$ cat src/sv/lnk_pkg.sv
// Shared types and constants for the link detect / handshake block.
// Used by every module in this folder; no dependencies.
package lnk_pkg;

    localparam logic [1:0] ST_IDLE  = 2'd0;
    localparam logic [1:0] ST_LOCAL = 2'd1;
    localparam logic [1:0] ST_CONN  = 2'd2;
    localparam logic [1:0] ST_ERROR = 2'd3;

    localparam logic [2:0] K_NONE    = 3'd0;
    localparam logic [2:0] K_HELLO   = 3'd1;
    localparam logic [2:0] K_REPLY   = 3'd2;
    localparam logic [2:0] K_GOODBYE = 3'd3;
    localparam logic [2:0] K_BEAT    = 3'd4;

    localparam logic [7:0] RXK_HELLO = 8'h01;
    localparam logic [7:0] RXK_REPLY = 8'h02;
    localparam logic [7:0] RXK_BYE   = 8'h03;
    localparam logic [7:0] RXK_BEAT  = 8'h04;

    localparam logic [47:0] BCAST_ADDR = 48'hFFFF_FFFF_FFFF;

    localparam int CFG_IDX_W  = 3;
    localparam int CFG_DATA_W = 16;

    localparam logic [CFG_IDX_W-1:0] REG_OWN_ID       = 3'd0;
    localparam logic [CFG_IDX_W-1:0] REG_HELLO_TMO    = 3'd1;
    localparam logic [CFG_IDX_W-1:0] REG_HELLO_RETRY  = 3'd2;
    localparam logic [CFG_IDX_W-1:0] REG_BEAT_PERIOD  = 3'd3;
    localparam logic [CFG_IDX_W-1:0] REG_BEAT_TMO     = 3'd4;

    localparam logic [15:0] HELLO_TMO_RST   = 16'd1000;
    localparam logic [3:0]  HELLO_RETRY_RST = 4'd3;
    localparam logic [15:0] BEAT_PERIOD_RST = 16'd1000;
    localparam logic [15:0] BEAT_TMO_RST    = 16'd3000;

    localparam int QDEPTH = 4;
    localparam int QAW    = $clog2(QDEPTH);

    typedef struct packed {
        logic        detect_is_low;
        logic        msg_valid;
        logic [7:0]  msg_kind;
        logic [15:0] msg_sender;
        logic [47:0] msg_source_addr;
        logic [31:0] now_ms;
    } tick_t;

    // one accepted tick: up to two sends plus the state after the tick
    typedef struct packed {
        logic [1:0]  cnt;
        logic [2:0]  kind0;
        logic [47:0] dest0;
        logic [2:0]  kind1;
        logic [47:0] dest1;
        logic [1:0]  status;
        logic [15:0] neigh;
    } rec_t;

endpackage

$ cat src/sv/link_detect_handshake_fsm.sv
// Link detect / handshake controller, top level.
// The first result of a tick passes through the record queue, then the output register.
// Throughput: one tick per cycle while in_stall is low; results leave at one per cycle
// while out_stall is low, so a two-result tick is split into two output items (4-record queue).
// Reset (rst_n low, async): link idle, timers zero, config at defaults.
// Depends on lnk_pkg, lnk_front, lnk_queue, lnk_back.
module link_detect_handshake_fsm (
    input  logic                           clk,
    input  logic                           rst_n,
    input  logic                           in_valid,
    output logic                           in_stall,
    input  logic                           detect_is_low,
    input  logic                           msg_valid,
    input  logic [7:0]                     msg_kind,
    input  logic [15:0]                    msg_sender,
    input  logic [47:0]                    msg_source_addr,
    input  logic [31:0]                    now_ms,
    input  logic                           cfg_we,
    input  logic [lnk_pkg::CFG_IDX_W-1:0]  cfg_index,
    input  logic [lnk_pkg::CFG_DATA_W-1:0] cfg_data,
    output logic                           out_valid,
    input  logic                           out_stall,
    output logic                           send_valid,
    output logic [2:0]                     send_kind,
    output logic [47:0]                    dest_addr,
    output logic [1:0]                     link_status,
    output logic [15:0]                    neighbour,
    output logic                           last_of_tick
);
    import lnk_pkg::*;

    tick_t tick;
    rec_t  rec, head;
    logic  take, pop, empty, full;

    assign tick.detect_is_low   = detect_is_low;
    assign tick.msg_valid       = msg_valid;
    assign tick.msg_kind        = msg_kind;
    assign tick.msg_sender      = msg_sender;
    assign tick.msg_source_addr = msg_source_addr;
    assign tick.now_ms          = now_ms;

    assign in_stall = full;
    assign take     = in_valid && !full;

    lnk_front u_front (
        .clk       (clk),
        .rst_n     (rst_n),
        .tick_take (take),
        .tick      (tick),
        .cfg_we    (cfg_we),
        .cfg_index (cfg_index),
        .cfg_data  (cfg_data),
        .rec       (rec)
    );

    lnk_queue u_queue (
        .clk      (clk),
        .rst_n    (rst_n),
        .push     (take),
        .push_rec (rec),
        .pop      (pop),
        .head     (head),
        .empty    (empty),
        .full     (full)
    );

    lnk_back u_back (
        .clk          (clk),
        .rst_n        (rst_n),
        .head         (head),
        .empty        (empty),
        .pop          (pop),
        .out_valid    (out_valid),
        .out_stall    (out_stall),
        .send_valid   (send_valid),
        .send_kind    (send_kind),
        .dest_addr    (dest_addr),
        .link_status  (link_status),
        .neighbour    (neighbour),
        .last_of_tick (last_of_tick)
    );

endmodule

$ cat src/sv/lnk_front.sv
// Front end: accepts ticks, holds link state and configuration, builds records.
// Depends on lnk_pkg.
module lnk_front (
    input  logic                          clk,
    input  logic                          rst_n,
    input  logic                          tick_take,
    input  lnk_pkg::tick_t                tick,
    input  logic                          cfg_we,
    input  logic [lnk_pkg::CFG_IDX_W-1:0] cfg_index,
    input  logic [lnk_pkg::CFG_DATA_W-1:0] cfg_data,
    output lnk_pkg::rec_t                 rec
);
    import lnk_pkg::*;

    logic [15:0] own_id_reg;
    logic [15:0] hello_tmo_reg;
    logic [3:0]  hello_retry_reg;
    logic [15:0] beat_period_reg;
    logic [15:0] beat_tmo_reg;

    logic [1:0]  state_reg, state_next;
    logic        prev_det_reg;
    logic [15:0] neigh_id_reg, neigh_id_next;
    logic [47:0] neigh_addr_reg, neigh_addr_next;
    logic        peer_known_reg, peer_known_next;
    logic [3:0]  retry_reg, retry_next;
    logic [31:0] hello_time_reg, hello_time_next;
    logic [31:0] beat_sent_reg, beat_sent_next;
    logic [31:0] beat_heard_reg, beat_heard_next;

    logic        fell, rose, is_hello, is_reply, is_bye, is_beat;
    logic        from_self, from_neigh;
    logic        hello_late, beat_due, beat_lost;
    logic [1:0]  n;
    logic [2:0]  k0, k1;
    logic [47:0] d0, d1;

    always_comb
    begin
        fell       = tick.detect_is_low & ~prev_det_reg;
        rose       = ~tick.detect_is_low & prev_det_reg;
        is_hello   = tick.msg_valid && tick.msg_kind == RXK_HELLO;
        is_reply   = tick.msg_valid && tick.msg_kind == RXK_REPLY;
        is_bye     = tick.msg_valid && tick.msg_kind == RXK_BYE;
        is_beat    = tick.msg_valid && tick.msg_kind == RXK_BEAT;
        from_self  = tick.msg_sender == own_id_reg;
        from_neigh = tick.msg_sender == neigh_id_reg;
        hello_late = (tick.now_ms - hello_time_reg) > {16'd0, hello_tmo_reg};
        beat_due   = (tick.now_ms - beat_sent_reg) > {16'd0, beat_period_reg};
        beat_lost  = (tick.now_ms - beat_heard_reg) > {16'd0, beat_tmo_reg};

        state_next      = state_reg;
        neigh_id_next   = neigh_id_reg;
        neigh_addr_next = neigh_addr_reg;
        peer_known_next = peer_known_reg;
        retry_next      = retry_reg;
        hello_time_next = hello_time_reg;
        beat_sent_next  = beat_sent_reg;
        beat_heard_next = beat_heard_reg;
        n  = 2'd0;
        k0 = K_NONE;
        k1 = K_NONE;
        d0 = '0;
        d1 = '0;

        unique case (state_reg)
            ST_IDLE:
            begin
                if (fell)
                begin
                    retry_next      = 4'd0;
                    hello_time_next = tick.now_ms;
                    k0              = K_HELLO;
                    d0              = BCAST_ADDR;
                    n               = 2'd1;
                    state_next      = ST_LOCAL;
                end
                if (is_hello)
                begin
                    if (n == 2'd0)
                    begin
                        k0 = K_REPLY;
                        d0 = tick.msg_source_addr;
                    end
                    else
                    begin
                        k1 = K_REPLY;
                        d1 = tick.msg_source_addr;
                    end
                    n               = n + 2'd1;
                    neigh_addr_next = tick.msg_source_addr;
                    peer_known_next = 1'b1;
                    neigh_id_next   = tick.msg_sender;
                    beat_heard_next = tick.now_ms;
                    beat_sent_next  = tick.now_ms;
                    state_next      = ST_CONN;
                end
            end
            ST_LOCAL:
            begin
                priority if ((is_reply || is_hello) && !from_self)
                begin
                    if (is_hello)
                    begin
                        k0 = K_REPLY;
                        d0 = tick.msg_source_addr;
                        n  = 2'd1;
                    end
                    neigh_addr_next = tick.msg_source_addr;
                    peer_known_next = 1'b1;
                    neigh_id_next   = tick.msg_sender;
                    beat_heard_next = tick.now_ms;
                    beat_sent_next  = tick.now_ms;
                    state_next      = ST_CONN;
                end
                else if (rose)
                begin
                    neigh_id_next = 16'd0;
                    retry_next    = 4'd0;
                    state_next    = ST_IDLE;
                end
                else if (hello_late)
                begin
                    retry_next = retry_reg + 4'd1;
                    if (retry_next >= hello_retry_reg)
                    begin
                        state_next = ST_ERROR;
                    end
                    else
                    begin
                        hello_time_next = tick.now_ms;
                        k0              = K_HELLO;
                        d0              = BCAST_ADDR;
                        n               = 2'd1;
                    end
                end
            end
            ST_CONN:
            begin
                priority if (rose)
                begin
                    if (peer_known_reg)
                    begin
                        k0 = K_GOODBYE;
                        d0 = neigh_addr_reg;
                        n  = 2'd1;
                    end
                    neigh_id_next = 16'd0;
                    retry_next    = 4'd0;
                    state_next    = ST_IDLE;
                end
                else if (is_bye && from_neigh)
                begin
                    neigh_id_next = 16'd0;
                    retry_next    = 4'd0;
                    state_next    = ST_IDLE;
                end
                else if (is_beat && from_neigh)
                begin
                    beat_heard_next = tick.now_ms;
                end
                else if (is_hello && from_neigh)
                begin
                    k0 = K_REPLY;
                    d0 = tick.msg_source_addr;
                    n  = 2'd1;
                end
                if (state_next == ST_CONN && beat_due)
                begin
                    if (peer_known_reg)
                    begin
                        if (n == 2'd0)
                        begin
                            k0 = K_BEAT;
                            d0 = neigh_addr_reg;
                        end
                        else
                        begin
                            k1 = K_BEAT;
                            d1 = neigh_addr_reg;
                        end
                        n = n + 2'd1;
                    end
                    beat_sent_next = tick.now_ms;
                end
                // heard time only moves forward to now, so the old value decides
                if (state_next == ST_CONN && (beat_lost && beat_heard_next == beat_heard_reg))
                begin
                    neigh_id_next = 16'd0;
                    retry_next    = 4'd0;
                    state_next    = ST_IDLE;
                end
            end
            default:
            begin
                if (fell || rose)
                begin
                    neigh_id_next = 16'd0;
                    retry_next    = 4'd0;
                    state_next    = ST_IDLE;
                end
            end
        endcase

        rec.cnt    = n;
        rec.kind0  = k0;
        rec.dest0  = d0;
        rec.kind1  = k1;
        rec.dest1  = d1;
        rec.status = state_next;
        rec.neigh  = neigh_id_next;
    end

    always_ff @(posedge clk or negedge rst_n)
    begin
        if (!rst_n)
        begin
            own_id_reg      <= 16'd0;
            hello_tmo_reg   <= HELLO_TMO_RST;
            hello_retry_reg <= HELLO_RETRY_RST;
            beat_period_reg <= BEAT_PERIOD_RST;
            beat_tmo_reg    <= BEAT_TMO_RST;
        end
        else if (cfg_we)
        begin
            unique case (cfg_index)
                REG_OWN_ID:      own_id_reg      <= cfg_data;
                REG_HELLO_TMO:   hello_tmo_reg   <= cfg_data;
                REG_HELLO_RETRY: hello_retry_reg <= cfg_data[3:0];
                REG_BEAT_PERIOD: beat_period_reg <= cfg_data;
                REG_BEAT_TMO:    beat_tmo_reg    <= cfg_data;
                default: ;
            endcase
        end
    end

    always_ff @(posedge clk or negedge rst_n)
    begin
        if (!rst_n)
        begin
            state_reg      <= ST_IDLE;
            prev_det_reg   <= 1'b0;
            neigh_id_reg   <= 16'd0;
            neigh_addr_reg <= 48'd0;
            peer_known_reg <= 1'b0;
            retry_reg      <= 4'd0;
            hello_time_reg <= 32'd0;
            beat_sent_reg  <= 32'd0;
            beat_heard_reg <= 32'd0;
        end
        else if (tick_take)
        begin
            state_reg      <= state_next;
            prev_det_reg   <= tick.detect_is_low;
            neigh_id_reg   <= neigh_id_next;
            neigh_addr_reg <= neigh_addr_next;
            peer_known_reg <= peer_known_next;
            retry_reg      <= retry_next;
            hello_time_reg <= hello_time_next;
            beat_sent_reg  <= beat_sent_next;
            beat_heard_reg <= beat_heard_next;
        end
    end

endmodule

$ cat src/sv/lnk_queue.sv
// Short record queue between front and back end.
// Depends on lnk_pkg.
module lnk_queue (
    input  logic          clk,
    input  logic          rst_n,
    input  logic          push,
    input  lnk_pkg::rec_t push_rec,
    input  logic          pop,
    output lnk_pkg::rec_t head,
    output logic          empty,
    output logic          full
);
    import lnk_pkg::*;

    rec_t           mem [QDEPTH];
    logic [QAW-1:0] wr_ptr_reg, rd_ptr_reg;
    logic [QAW:0]   count_reg, count_next;

    assign empty = count_reg == '0;
    assign full  = count_reg == (QAW + 1)'(QDEPTH);
    assign head  = mem[rd_ptr_reg];

    always_comb
    begin
        count_next = count_reg;
        if (push && !pop)
        begin
            count_next = count_reg + 1'b1;
        end
        else if (pop && !push)
        begin
            count_next = count_reg - 1'b1;
        end
    end

    always_ff @(posedge clk)
    begin
        if (push)
        begin
            mem[wr_ptr_reg] <= push_rec;
        end
    end

    always_ff @(posedge clk or negedge rst_n)
    begin
        if (!rst_n)
        begin
            wr_ptr_reg <= '0;
            rd_ptr_reg <= '0;
            count_reg  <= '0;
        end
        else
        begin
            if (push)
            begin
                wr_ptr_reg <= wr_ptr_reg + 1'b1;
            end
            if (pop)
            begin
                rd_ptr_reg <= rd_ptr_reg + 1'b1;
            end
            count_reg <= count_next;
        end
    end

endmodule

$ cat src/sv/lnk_back.sv
// Back end: splits each record into one or two result items, output register.
// Depends on lnk_pkg.
module lnk_back (
    input  logic          clk,
    input  logic          rst_n,
    input  lnk_pkg::rec_t head,
    input  logic          empty,
    output logic          pop,
    output logic          out_valid,
    input  logic          out_stall,
    output logic          send_valid,
    output logic [2:0]    send_kind,
    output logic [47:0]   dest_addr,
    output logic [1:0]    link_status,
    output logic [15:0]   neighbour,
    output logic          last_of_tick
);
    import lnk_pkg::*;

    logic        valid_reg, valid_next;
    logic        half_reg, half_next;
    logic        send_reg;
    logic [2:0]  kind_reg;
    logic [47:0] dest_reg;
    logic [1:0]  status_reg;
    logic [15:0] neigh_reg;
    logic        last_reg;
    logic        load, two, first_of_two;

    always_comb
    begin
        load         = !valid_reg || !out_stall;
        two          = head.cnt == 2'd2;
        first_of_two = two && !half_reg;
        pop          = load && !empty && !first_of_two;
        valid_next   = load ? !empty : valid_reg;
        half_next    = (load && !empty) ? first_of_two : half_reg;
    end

    always_ff @(posedge clk or negedge rst_n)
    begin
        if (!rst_n)
        begin
            valid_reg <= 1'b0;
            half_reg  <= 1'b0;
        end
        else
        begin
            valid_reg <= valid_next;
            half_reg  <= half_next;
        end
    end

    always_ff @(posedge clk)
    begin
        if (load && !empty)
        begin
            send_reg   <= head.cnt != 2'd0;
            kind_reg   <= half_reg ? head.kind1 : head.kind0;
            dest_reg   <= half_reg ? head.dest1 : head.dest0;
            status_reg <= head.status;
            neigh_reg  <= head.neigh;
            last_reg   <= !first_of_two;
        end
    end

    assign out_valid    = valid_reg;
    assign send_valid   = send_reg;
    assign send_kind    = kind_reg;
    assign dest_addr    = dest_reg;
    assign link_status  = status_reg;
    assign neighbour    = neigh_reg;
    assign last_of_tick = last_reg;

endmodule

$ cat config.mk
export PLATFORM = sky130hd
export DESIGN_NAME = link_detect_handshake_fsm
export DESIGN_NICKNAME = d
export VERILOG_FILES = /design/src/sv/lnk_pkg.sv /design/src/sv/link_detect_handshake_fsm.sv /design/src/sv/lnk_front.sv /design/src/sv/lnk_queue.sv /design/src/sv/lnk_back.sv
export SDC_FILE = /design/constraint.sdc
export NUM_CORES = 1
export LEC_CHECK = 0
export BUFFER_PORTS_ARGS = -buffer_cell sky130_fd_sc_hd__buf_2
export CAP_MARGIN = 20
export CORE_AREA = 2 2 285 287
export CTS_BUF_LIST = sky130_fd_sc_hd__clkbuf_4 sky130_fd_sc_hd__clkbuf_8
export DETAILED_ROUTE_END_ITERATION = 10
export DIE_AREA = 0 0 287 289
export PLACE_DENSITY = 0.64
export SETUP_SLACK_MARGIN = 0.15
export SLEW_MARGIN = 30
export SYNTH_ARGS = -nofsm -noshare
export SYNTH_HDL_FRONTEND = slang
export SYNTH_SLANG_ARGS = --single-unit
$ cat constraint.sdc
create_clock -name clk -period 7.51 [get_ports clk]
set_input_delay 1.1265 -clock clk [delete_from_list [all_inputs] [get_ports clk]]
set_output_delay 1.1265 -clock clk [all_outputs]
set_load 0.01 [all_outputs]
==> impl_metrics.json <==
{
  "synthFlopType": "edfxtp_1",
  "cts.sinks": 800,
  "status": "completed",
  "cts_resized": 0,
  "maxSlewViolCount": 0,
  "rrSetupSlack_ns": 1.56,
  "die_h_um": 289,
  "syn_nets": 3259,
  "clkPwrFrac_pct": 22.2,
  "fin_tns_setup_ns": 0,
  "grt_pass1_wl_um": 157000,
  "hold_viol": 0,
  "crit_arrival_ns": 6.56,
  "hold_buffers": 0,
  "antenna_found_initial": 6,
  "routed_via_density": 5.94,
  "seq_power_share_pct": 38.6,
  "synth_area_per_cell_um2": 13.4,
  "grt_max_degree": 78,
  "critPathLaunchType": "input port",
  "synth.distinct_cells": 98,
  "worstMarginPinSlew_ns": 1.04,
  "layout_commonest_cell": "edfxtp_1",
  "setup_viol": 0,
  "finalCritPeriodShare_pct": 80.8,
  "layout.nets": 3494,
  "reg2reg_from": "u_front.hello_time_reg[1]",
  "dr.first_iter.drc_count": 1975,
  "reg2reg_depth": 20,
  "row_count": 104,
  "gp_routability_congestion": 0.939,
  "fin_total_pwr_mw": 17.7,
  "layout_common_cells": "edfxtp_1 (555), nand2_1 (311), dfrtp_1 (221), buf_2 (201), inv_1 (189)",
  "power.internal_mw": 11.4,
  "r2r_end": "u_queue.mem[2][78]",
  "largest_reg_flops": 484,
  "grt_pass1_vias": 27200,
  "max_cap_violations": 0,
  "cts_tree": "built",
  "via_count": 26000,
  "path_delay_family": "simple AND/OR/NAND/NOR gates",
  "dr.pass1.iters": 6,
  "cts_setup_buffers": 0,
  "power.density_nw_per_um2": 396,
  "portBuffers": 202,
  "drt_wl_total_um": 103000,
  "critical_path.max_stage_delay_ns": 0.44,
  "syn_area_um2": 39700,
  "start_util_pct": 49.7,
  "fin_crit_ns": 6.07,
  "clock_path_buffers": 3,
  "path_cells": "buf_2 > inv_1 > ha_1 > fa_1 > nand2b_1 > a21oi_1 > o21ai_1 > nand2_1 > a31oi_1 > xnor2_1 > ha_1 > and3_1 > nand4_1 > a21oi_1 > or3b_2 > o21ai_0 > nand4b_1 > a2111oi_2 > nand4_1 > nand2_1 > nand2_2 > buf_4 > a221o_1",
  "wire_per_inst_um": 23.4,
  "endpoint_kind": "flop",
  "areaGrowthSynthToFinish_pct": 12.6,
  "clk-insertion-delay-late_ns": 0.81,
  "ys_seq_elements": 800,
  "p_switching_mw": 6.32,
  "drc_errors": 0,
  "ant_nets": 0,
  "cp_max_fo": 48,
  "ys_warn_count": 0,
  "worstSetupPathType": "input port to flop",
  "overflow": 0,
  "die_area_um2": 82900,
  "numCtsBuffers": 133,
  "dpl.hpwl_um": 69500,
  "fin_skew_ns": 0.0592,
  "slew-limit-headroom_pct": 30.1,
  "power.leakage_nw": 17.8,
  "io_pins": 203,
  "root_buffer": "clkbuf_8",
  "fillers": 6553,
  "ys_seq_area_share_pct": 57.5,
  "required_ns": 8.00,
  "die_x_um": 287,
  "core_um2": 79900,
  "hp-class": "input port to asynchronous set/reset pin",
  "drive_gt1_share_pct": 25.5,
  "path_buf_inv": 3,
  "grtUsageTotal_pct": 24.8,
  "fmax_mhz": 165,
  "async_flop_share_pct": 30.6,
  "cts_max_level": 4,
  "clk_pin_slew_ns": 0.05,
  "comb_power_share_pct": 39.2,
  "synth_edf_count": 555,
  "synthCells": 2968,
  "critPathSlowestCell": "or3b_2",
  "ir_drop_mv": 0.201,
  "p_sw_share_pct": 35.7,
  "rsz0062_at_grt": "no"
}
## layout make-up
type	count	area, um2	share of cell area, %
diodes	5	12.5	0.0280
repair buffers	242	1440	3.21
flip-flops and latches	800	22800	51.1
clock buffers	193	2360	5.28
clock inverters	53	422	0.943
multi-input cells	1836	15600	34.9
inverters	190	713	1.60
well taps	1060	1330	2.97
## worst max-delay path by stage
stage / startpoint / end / slack (ns) / cells after the start
after floorplan: out_stall / u_queue.count_reg[1] / 1.34 / 7
after global placement: now_ms[0] / u_queue.mem[0][109] / 0.78 / 23
after detailed placement: now_ms[0] / u_queue.mem[2][95] / 0.69 / 23
after CTS: u_front.hello_time_reg[1] / u_queue.mem[3][102] / 1.53 / 20
after global routing: u_front.hello_time_reg[1] / u_queue.mem[1][82] / 1.11 / 20
final: now_ms[0] / u_queue.mem[2][78] / 1.44 / 23
## metal layers
layer,track usage [%],wire length [um],up-vias
li1,-,-,11800
met1,30.2,41100,13200
met2,44.0,52800,795
met3,4.32,5310,184
met4,9.54,3330,4
met5,0,19,-
## worst register-to-register path, stage by stage (launching register included)
cell and delay, ns:
dfrtp_1 0.40, inv_1 0.09, ha_1 0.22, nor2b_1 0.16, o2111ai_1 0.46, a211oi_2 0.22, nor3_1 0.39, xnor2_1 0.20
ha_1 0.28, and3_1 0.22, nand4_1 0.13, a21oi_1 0.06, or3b_2 0.44, o21ai_0 0.41, nand4b_1 0.17, a2111oi_2 0.36
nand4_1 0.33, nand2_1 0.24, nand2_2 0.05, buf_4 0.35, a221o_1 0.47
## power by group through the flow
stage | registers, mW | logic, mW | clock network, mW
2_1_floorplan | 6.86 | 4.92 | 0
3_3_place_gp | 6.92 | 6.71 | 0
3_5_place_dp | 6.99 | 6.86 | 0
4_1_cts | 6.90 | 6.89 | 4.04
5_1_grt | 6.96 | 7.61 | 4.24
6_report | 6.84 | 6.93 | 3.93
## kinds of logic (layout without fill, tap and decap cells)
family	Yosys count	in the layout	synth area share [%]
adders and majority gates	161	161	5.15
and+or+nand+nor	628	628	7.59
AOI/OAI and AO/OA	604	604	10.8
other	0	5	0
DFF	800	800	57.5
muxes	315	315	12.6
xor gates and xnor gates	128	128	2.82
buffers and inverters	332	678	3.54
## Yosys cell counts (all sizes together), types with 6 or more instances
| master | count | area share (%) |
|---|---|---|
| a2111oi | 8 | 0.19 |
| a211o | 6 | 0.13 |
| a211oi | 21 | 0.47 |
| a21o | 42 | 0.79 |
| a21oi | 139 | 1.8 |
| a221o | 53 | 1.3 |
| a22o | 81 | 1.8 |
| a22oi | 6 | 0.11 |
| a31oi | 14 | 0.24 |
| and2 | 23 | 0.36 |
| and3 | 19 | 0.31 |
| and4 | 8 | 0.18 |
| buf | 56 | 0.93 |
| clkbuf | 86 | 0.82 |
| dfrtp | 224 | 14 |
| dfstp | 21 | 1.4 |
| edfxtp | 555 | 42 |
| ha | 157 | 4.9 |
| inv | 189 | 1.8 |
| mux2 | 182 | 5.4 |
| mux2i | 12 | 0.30 |
| mux4 | 121 | 6.9 |
| nand2 | 312 | 2.9 |
| nand2b | 17 | 0.27 |
| nand3 | 34 | 0.43 |
| nand4 | 42 | 0.66 |
| nor2 | 73 | 0.69 |
| nor2b | 15 | 0.24 |
| nor3 | 22 | 0.28 |
| nor3b | 7 | 0.13 |
| nor4 | 16 | 0.27 |
| o2111ai | 7 | 0.15 |
| o211ai | 17 | 0.32 |
| o21a | 22 | 0.42 |
| o21ai | 113 | 1.5 |
| o21bai | 11 | 0.21 |
| o22ai | 8 | 0.13 |
| o31a | 6 | 0.13 |
| or2 | 8 | 0.13 |
| or3 | 7 | 0.11 |
| or4 | 6 | 0.12 |
| xnor2 | 83 | 1.8 |
| xor2 | 45 | 0.99 |
## metrics by stage
stage	util, %	hold WS, ns	instances	area [um2]	setup slack, ns
3_3_place_gp	52.4	0.474	4126	41800	0.781
2_1_floorplan	-	0.456	2968	39700	1.34
5_1_grt	56.0	0.250	4377	44700	1.11
4_1_cts	55.9	0.228	4373	44700	1.53
6_report	56.0	0.274	4379	44700	1.44
3_5_place_dp	52.4	0.485	4127	41900	0.686
(Power assumes the default switching activity.)
